[src/design/cancfb_pkg.sv]
// Shared types, constants and the CRC8 byte step for the control frame builder.
package cancfb_pkg;

    localparam logic [7:0]  CRC_POLY  = 8'h1D;
    localparam logic [7:0]  CRC_INIT  = 8'hFF;
    localparam logic [7:0]  CRC_TOP   = 8'h80;
    localparam logic [10:0] FRAME_ID  = 11'h101;
    localparam logic [3:0]  FRAME_LEN = 4'd8;

    // One command beat with its alive counter attached.
    typedef struct packed {
        logic [7:0] counter;
        logic [7:0] steer;
        logic [7:0] torque;
        logic [1:0] flags;
    } t_cmd;

    // MSB-first CRC8 update over one data byte.
    function automatic logic [7:0] crc_byte(input logic [7:0] crc, input logic [7:0] data);
        logic [7:0] v;
        v = crc ^ data;
        for (int b = 0; b < 8; b++) begin
            if ((v & CRC_TOP) != 8'h00) begin
                v = {v[6:0], 1'b0} ^ CRC_POLY;
            end else begin
                v = {v[6:0], 1'b0};
            end
        end
        return v;
    endfunction

endpackage

[src/design/cancfb_crc.sv]
// CRC8 over data bytes 1 to 7 of the control frame.
module cancfb_crc (
    input  cancfb_pkg::t_cmd i_cmd,
    output logic [7:0]       o_crc
);

    logic [7:0] c1, c2, c3, c4, c5, c6;

    // bytes 4..6 are the zero reserved bytes
    always_comb begin
        c1    = cancfb_pkg::crc_byte(cancfb_pkg::CRC_INIT, i_cmd.counter);
        c2    = cancfb_pkg::crc_byte(c1, i_cmd.steer);
        c3    = cancfb_pkg::crc_byte(c2, i_cmd.torque);
        c4    = cancfb_pkg::crc_byte(c3, 8'h00);
        c5    = cancfb_pkg::crc_byte(c4, 8'h00);
        c6    = cancfb_pkg::crc_byte(c5, 8'h00);
        o_crc = cancfb_pkg::crc_byte(c6, {6'd0, i_cmd.flags});
    end

endmodule

[src/design/cancfb_in_stage.sv]
// Input register stage: captures a command beat and stamps the alive counter.
module cancfb_in_stage (
    input  logic                    i_clk,
    input  logic                    i_rst_n,
    input  logic                    i_valid,
    input  logic signed [7:0]       i_steer_request,
    input  logic signed [7:0]       i_torque_request,
    input  logic                    i_steer_auto,
    input  logic                    i_torque_auto,
    input  logic                    i_advance,
    output logic                    o_stall,
    output logic                    o_valid,
    output cancfb_pkg::t_cmd        o_cmd
);

    logic             r_valid;
    logic [7:0]       r_alive;
    cancfb_pkg::t_cmd r_cmd;
    logic             accept;

    assign o_stall = r_valid && !i_advance;
    assign accept  = i_valid && !o_stall;
    assign o_valid = r_valid;
    assign o_cmd   = r_cmd;

    always_ff @(posedge i_clk) begin
        if (!i_rst_n) begin
            r_valid <= 1'b0;
            r_alive <= 8'd0;
        end else begin
            if (accept) begin
                r_valid <= 1'b1;
                r_alive <= r_alive + 8'd1;
            end else if (i_advance) begin
                r_valid <= 1'b0;
            end
        end
    end

    always_ff @(posedge i_clk) begin
        if (accept) begin
            r_cmd.counter <= r_alive;
            r_cmd.steer   <= i_steer_request;
            r_cmd.torque  <= i_torque_request;
            r_cmd.flags   <= {i_torque_auto, i_steer_auto};
        end
    end

endmodule

[src/design/can_control_frame_builder.sv]
// Top level: input register, CRC8 logic and frame output register.
// Builds one 8-byte control frame (id 0x101, length 8) per command beat. A command passes
// through the input register, where it is stamped with the alive counter, and then through
// the CRC8 network into the output register. The block takes one beat per cycle as long as
// the output side is not stalled; the alive counter starts at zero after reset and advances
// once per accepted beat, wrapping from 255 to 0.
module can_control_frame_builder (
    input  logic               i_clk,
    input  logic               i_rst_n,
    input  logic               i_valid,
    output logic               o_stall,
    input  logic signed [7:0]  i_steer_request,
    input  logic signed [7:0]  i_torque_request,
    input  logic               i_steer_auto,
    input  logic               i_torque_auto,
    output logic               o_valid,
    input  logic               i_stall,
    output logic [10:0]        o_frame_id,
    output logic [3:0]         o_frame_length,
    output logic [7:0]         o_check_byte,
    output logic [7:0]         o_counter_byte,
    output logic [7:0]         o_steer_byte,
    output logic [7:0]         o_torque_byte,
    output logic [1:0]         o_flags_byte
);

    logic             s1_valid;
    cancfb_pkg::t_cmd s1_cmd;
    logic [7:0]       crc;
    logic             advance;
    logic             r_valid;
    cancfb_pkg::t_cmd r_cmd;
    logic [7:0]       r_crc;

    // output slot frees up when empty or when its beat is taken
    assign advance = !r_valid || !i_stall;

    cancfb_in_stage u_in (
        .i_clk            (i_clk),
        .i_rst_n          (i_rst_n),
        .i_valid          (i_valid),
        .i_steer_request  (i_steer_request),
        .i_torque_request (i_torque_request),
        .i_steer_auto     (i_steer_auto),
        .i_torque_auto    (i_torque_auto),
        .i_advance        (advance),
        .o_stall          (o_stall),
        .o_valid          (s1_valid),
        .o_cmd            (s1_cmd)
    );

    cancfb_crc u_crc (
        .i_cmd (s1_cmd),
        .o_crc (crc)
    );

    always_ff @(posedge i_clk) begin
        if (!i_rst_n) begin
            r_valid <= 1'b0;
        end else if (advance) begin
            r_valid <= s1_valid;
        end
    end

    always_ff @(posedge i_clk) begin
        if (advance && s1_valid) begin
            r_cmd <= s1_cmd;
            r_crc <= crc;
        end
    end

    assign o_valid        = r_valid;
    assign o_frame_id     = cancfb_pkg::FRAME_ID;
    assign o_frame_length = cancfb_pkg::FRAME_LEN;
    assign o_check_byte   = r_crc;
    assign o_counter_byte = r_cmd.counter;
    assign o_steer_byte   = r_cmd.steer;
    assign o_torque_byte  = r_cmd.torque;
    assign o_flags_byte   = r_cmd.flags;

    a_reset_clears: assert property (@(posedge i_clk)
        !i_rst_n |=> !o_valid && !s1_valid)
        else $error("valid set after reset");

    a_full_backpressure: assert property (@(posedge i_clk) disable iff (!i_rst_n)
        (s1_valid && r_valid && i_stall) |-> o_stall)
        else $error("input taken while both stages full and stalled");

    a_held_beat: assert property (@(posedge i_clk) disable iff (!i_rst_n)
        (r_valid && i_stall) |=> r_valid && $stable(r_crc) && $stable(r_cmd))
        else $error("stalled output beat lost or changed");

    a_stage_moves: assert property (@(posedge i_clk) disable iff (!i_rst_n)
        (s1_valid && advance) |=> o_valid)
        else $error("input stage beat did not reach output");

endmodule
[config.mk]
export PLATFORM = sky130hd
export DESIGN_NAME = can_control_frame_builder
export DESIGN_NICKNAME = d
export VERILOG_FILES = /design/src/design/cancfb_pkg.sv /design/src/design/cancfb_crc.sv /design/src/design/cancfb_in_stage.sv /design/src/design/can_control_frame_builder.sv
export SDC_FILE = /design/constraint.sdc
export NUM_CORES = 1
export LEC_CHECK = 0
export BUFFER_PORTS_ARGS = -buffer_cell sky130_fd_sc_hd__buf_2
export CAP_MARGIN = 20
export CELL_PAD_IN_SITES_DETAIL_PLACEMENT = 1
export CELL_PAD_IN_SITES_GLOBAL_PLACEMENT = 2
export CORE_MARGIN = 10
export CORE_UTILIZATION = 42
export CTS_CLUSTER_DIAMETER = 60
export CTS_CLUSTER_SIZE = 12
export DETAILED_ROUTE_END_ITERATION = 8
export GPL_TIMING_DRIVEN = 0
export MAX_ROUTING_LAYER = met4
export PLACE_DENSITY = 0.93
export SLEW_MARGIN = 20
export SYNTH_ARGS = -nofsm -noshare
export SYNTH_HDL_FRONTEND = slang
export SYNTH_SLANG_ARGS = --single-unit
[constraint.sdc]
create_clock -name i_clk -period 9.5 [get_ports i_clk]
set_input_delay 0.95 -clock i_clk [delete_from_list [all_inputs] [get_ports i_clk]]
set_output_delay 0.95 -clock i_clk [all_outputs]
set_load 0.05 [all_outputs]
==> flow_summary.yaml, run 1 <==
status:
  status: "complete, no violations"
setup_path:
  cp.arrival_ns: 3.25
  worst_ep_required_time_ns: 9.58
  start_kind: "flip-flop"
  cp_max_fo: 5
  crit_type: "flip-flop to flip-flop"
  crit_path_end_kind: "flip-flop"
placement:
  dp_hpwl_mm: 5.288
  port_buffers: 57
  globalplace.congestion: 0.7813
  dp_slack_ns: 6.324
sta:
  min_period_ns: 3.172
  timing.final.ws_setup_ns: 6.328
  rsz0062_at_grt: "false"
  relSlewSlack_pct: 65.60
  holdWs_ns: 0.4557
  drv_slew: 0
  clock_skew_ns: 0.007702
  fin_tns_setup_ns: 0
  finalCritPeriodShare_pct: 33.39
  setup_viol_count_final: 0
  hold_viol_final: 0
  timing.fmax_mhz: 315.2
  worst_slew_pin_slew_ns: 0.5147
floorplanning:
  die_y_um: 110.1
  ioPinCount: 73
  die_area_um2: 12120
  fp.coreArea_um2: 7807
  die_w_um: 110.1
  start_util_pct: 43.65
  num_rows: 32
global_route:
  grt_pass1_wl_mm: 10.68
  antenna_found_initial: 0
  overflow: 0
  grt_max_degree: 24
  grt_pass1_vias: 1972
  track_usage_pct: 12.37
synthesis:
  synth.distinct_cells: 24
  yosys_warnings: 0
  yosysMostFrequentCell: "edfxtp_1"
  synth_edf_count: 60
  mappedNetlistArea_um2: 3408
  yosys.area.top_type: "edfxtp_1"
  synth_seq_cells: 70
  syn_inst: 202
  synthTopCellsByCount: "edfxtp_1 (60), xnor2_1 (51), buf_4 (15)"
  ys_top_cells_by_area: "edfxtp_1 (53%), xnor2_1 (13%), xnor3_1 (7.3%)"
  synth_top_area_share_pct: 52.86
  ys_async_sr_fraction_pct: 0
  synth_flop_cell: "edfxtp_1"
  post_synth.cell_area_avg_um2: 16.87
  synth.yosys.seq_area_share_pct: 58.74
clock_network:
  hold_buffers: 0
  cts-resized-gates: 0
  htreeDepth: 3
  cts_tree: "yes"
  root_buffer: "clkbuf_8"
  postCtsSetupRepairBufs: 0
  cts.path.max_buffers: 2
  cts_made_buffers: 9
  clock-sinks: 70
  clk_latency_ns: 0.34
  cts.clk_slew.worst_paths_ns: 0.07
hold_path:
  min-delay-path-class: "flip-flop to flip-flop"
finish:
  utilization_pct: 53.49
  num-nets-final: 308
  antenna_cells: 0
  layout-drive-gt1-share_pct: 35.17
  syn2layout_area_growth_pct: 22.54
drt:
  viasPerCell: 4.485
  routed_wl_mm: 6.753
  dr_total_vias: 1758
  final_antenna_net_count: 0
  dr.pass1.iters: 4
  drtIter0Drc: 65
  drcViolationCount: 0
  wl_per_cell_um: 17.23
power:
  power_density_nw_per_um2: 357.3
  leakagePower_uw: 0.001752
  ir_worst_vdd_v: 0.0001303
job:
  maxCapViolCount: 0
[per-stage QoR]
step | area [um^2] | power [uW] | cells
2_1_floorplan | 3457 | 1098 | 215
3_3_place_gp | 3870 | 1185 | 374
3_5_place_dp | 3938 | 1224 | 376
4_1_cts | 4177 | 1519 | 392
5_1_grt | 4177 | 1589 | 392
6_report | 4177 | 1492 | 392
[routing by layer]
layer  wire, um  global-route usage [%]  up-vias
li1           -                       -      839
met3        457                   4.063       12
met2       3303                   19.90       59
met1       2838                   13.61      848
met4        154                   5.948        0
met5          0                       -        -
[kinds of logic (layout without fill, tap and decap cells)]
logic type	Yosys count	after routing	share of synthesized area (%)
buf+inv	16	91	3.414
xor+xnor	90	90	33.11
fa+ha+maj	1	1	0.3670
mux	1	1	0.2937
compound gates	3	3	0.5874
flops	70	70	58.74
simple gates	19	19	3.267
other cells	2	15	0.2203
[worst max-delay path: stages, from the launching register on]
cell and delay [ns]:
edfxtp_1 0.53, xnor3_1 0.48, xnor3_2 0.55, xnor2_4 0.32, xnor2_2 0.18, xnor3_2 0.41, xor2_1 0.31, xnor2_1 0.12
[cell usage in the layout, fill, tap and decap left out, types with 4 or more instances in the layout]
cell      count
and2_1        7
xnor2_2       4
buf_4        15
xnor3_1      11
xnor2_1      51
dfxtp_1      10
buf_2        57
xor2_1       14
conb_1       15
xnor3_2       5
clkbuf_8      9
edfxtp_1     60
[registers in the layout, indices dropped and copies added, names as in the netlist, 2 cells and up]
signal / count
o_steer_byte: 8
o_flags_byte: 2
o_counter_byte: 8
u_in.o_cmd: 26
u_in.r_alive: 8
o_check_byte: 8
o_torque_byte: 8
[worst paths after layout]
path / cells after the start / slack (ns) / from / endpoint
worst min register to register: 0 / 0.46 / u_in.r_alive[7]$_SDFFE_PN0P_ / u_in.o_cmd[25]$_DFFE_PP_
worst max register to register: 7 / 6.33 / u_in.o_cmd[24]$_DFFE_PP_ / o_check_byte[2]$_DFFE_PP_
worst min-delay path: 0 / 0.46 / u_in.r_alive[7]$_SDFFE_PN0P_ / u_in.o_cmd[25]$_DFFE_PP_
worst max-delay path: 7 / 6.33 / u_in.o_cmd[24]$_DFFE_PP_ / o_check_byte[2]$_DFFE_PP_
[report_power, final]
part / leakage [uW] / switching (uW) / internal [uW]
logic: 0.000975 / 389 / 378
registers: 0.000659 / 14.4 / 428
clock network: 0.000118 / 108 / 175
total: 0.00175 / 511 / 981
[cell type report]
cell class / count / area [um^2]
fill: 808 / 3631
buffer: 16 / 117.6
sequential: 70 / 2002
multi-input combinational: 129 / 1350
clock buffer: 11 / 131.4
clock inverter: 5 / 107.6
timing repair buffer: 59 / 340.3
tap: 102 / 127.6
Power figures use the tool's default switching activity.
==> run 2, diff against run 1 <==
CORE_UTILIZATION = 35   (was 42)
PLACE_DENSITY = 0.84   (was 0.93)
clock period = 2.9 ns   (was 9.5 ns; I/O delays follow)
==> flow_summary.yaml, run 2 (synthesis gave the netlist of run 1 again) <==
placement:
  globalplace.congestion: 0.7295
  dp_hpwl_mm: 5.398
  port_buffers: 57
clock_network:
  cts.clk_slew.worst_paths_ns: 0.08
  clock-sinks: 70
  clk_latency_ns: 0.35
  cts_made_buffers: 9
  hold_buffers: 0
  cts_tree: "yes"
  htreeDepth: 3
  cts.path.max_buffers: 2
  root_buffer: "clkbuf_8"
finish:
  layout-drive-gt1-share_pct: 49.23
  antenna_cells: 0
  final_common_cell: "edfxtp_1"
  largest_reg_flops: 26
  num-nets-final: 341
  num-fill-cells: 969
  final_cell_mix: "edfxtp_1 (60), buf_2 (57), buf_4 (47)"
  syn2layout_area_growth_pct: 37.52
sta:
  setup_viol_count_final: 1
  timing.final.ws_setup_ns: -0.02689
  rsz0062_at_grt: "true"
  worst_slew_pin_slew_ns: 0.5208
  hold_viol_final: 0
  fin_tns_setup_ns: -0.02689
  holdWs_ns: 0.1076
  relSlewSlack_pct: 65.19
  finalCritPeriodShare_pct: 100.9
  min_period_ns: 2.927
  clock_skew_ns: 0.009605
  timing.fmax_mhz: 341.7
  drv_slew: 0
status:
  status: "finished with violations"
  violations: "negative setup slack"
drt:
  top_layer: "met4"
  drtIter0Drc: 89
  dr.pass1.iters: 4
  wl_met3_um: 383
  wl_per_cell_um: 17.04
  drcViolationCount: 0
  dr_total_vias: 1883
  viasPerCell: 4.166
  routed_wl_mm: 7.704
  final_antenna_net_count: 0
  wl_met2_mm: 3.780
  wl_met1_mm: 3.409
setup_path:
  worst_ep_required_time_ns: 3.00
  start_kind: "flip-flop"
  crit_type: "flip-flop to flip-flop"
  cp.arrival_ns: 3.03
  cp_max_fo: 3
  crit_path_end_kind: "flip-flop"
power:
  power_density_nw_per_um2: 1151
  leakagePower_uw: 0.002015
  power_uw: 5394
  ir_worst_vdd_v: 0.0005212
floorplanning:
  fp.coreArea_um2: 9371
  ioPinCount: 73
  num_rows: 35
  die_area_um2: 14080
  die_y_um: 118.7
  die_w_um: 118.7
  start_util_pct: 36.37
global_route:
  grt_max_degree: 25
  grt_pass1_wl_mm: 11.43
  overflow: 0
  track_usage_pct: 10.71
  antenna_found_initial: 0
  grt_pass1_vias: 2059
hold_path:
  min-delay-path-class: "input pin to flip-flop"
job:
  maxCapViolCount: 0
-- run 2: through the flow --
step | util (%) | setup WS, ns | cell area [um^2] | std cells
floorplan | - | 0.002306 | 3457 | 215
global placement | 41.66 | -0.3559 | 3904 | 401
detailed placement | 42.38 | -0.3031 | 3971 | 403
CTS | 47.28 | -0.001914 | 4431 | 432
global route | 50.01 | -0.09766 | 4687 | 452
finish | 50.01 | -0.02689 | 4687 | 452
-- run 2: final cells by class --
cell class	instances	area [um^2]	area share, %
multi-input combinational	129	1570	33.50
timing repair buffer	92	591.8	12.63
sequential	70	2002	42.71
clock inverter	7	120.1	2.563
tap	129	161.4	3.444
buffer	16	117.6	2.509
clock buffer	9	123.9	2.643
-- run 2: power breakdown --
group | internal [uW] | switching, uW
clock network | 576 | 391
registers | 1400 | 46.0
logic | 1560 | 1420
total | 3540 | 1860
-- run 2: final timing paths --
| check | from | end | slack (ns) | cells past startpoint |
|---|---|---|---|---|
| worst min-delay path | i_torque_request[7] | u_in.o_cmd[9]$_DFFE_PP_ | 0.11 | 1 |
| worst max register to register | u_in.o_cmd[25]$_DFFE_PP_ | o_check_byte[4]$_DFFE_PP_ | -0.03 | 9 |
| worst max-delay path | u_in.o_cmd[25]$_DFFE_PP_ | o_check_byte[4]$_DFFE_PP_ | -0.03 | 9 |
| worst min register to register | u_in.o_cmd[11]$_DFFE_PP_ | o_steer_byte[1]$_DFFE_PP_ | 0.48 | 0 |
-- run 2: timing repair --
| action | CTS | global route |
|---|---|---|
| setup buffers | 13 | 20 |
| endpoints found under the setup margin | 6 | 6 |
| resized for setup | 18 | 13 |
| pin swaps | 12 | 13 |
| hold endpoints to repair | 0 | 0 |
-- run 2: metal layers --
layer	global-route usage [%]	vias up
met4	4.351	0
met1	12.63	906
met3	3.522	10
met5	-	-
li1	-	908
met2	16.53	59
-- run 2: worst max-delay path, stage by stage (launching register included) --
cell and delay [ns]:
edfxtp_1 0.51, xor2_4 0.25, xnor3_2 0.51, xor3_2 0.44, buf_4 0.18, buf_4 0.15
xnor2_2 0.14, xnor2_2 0.24, xnor2_1 0.10, xor2_1 0.14
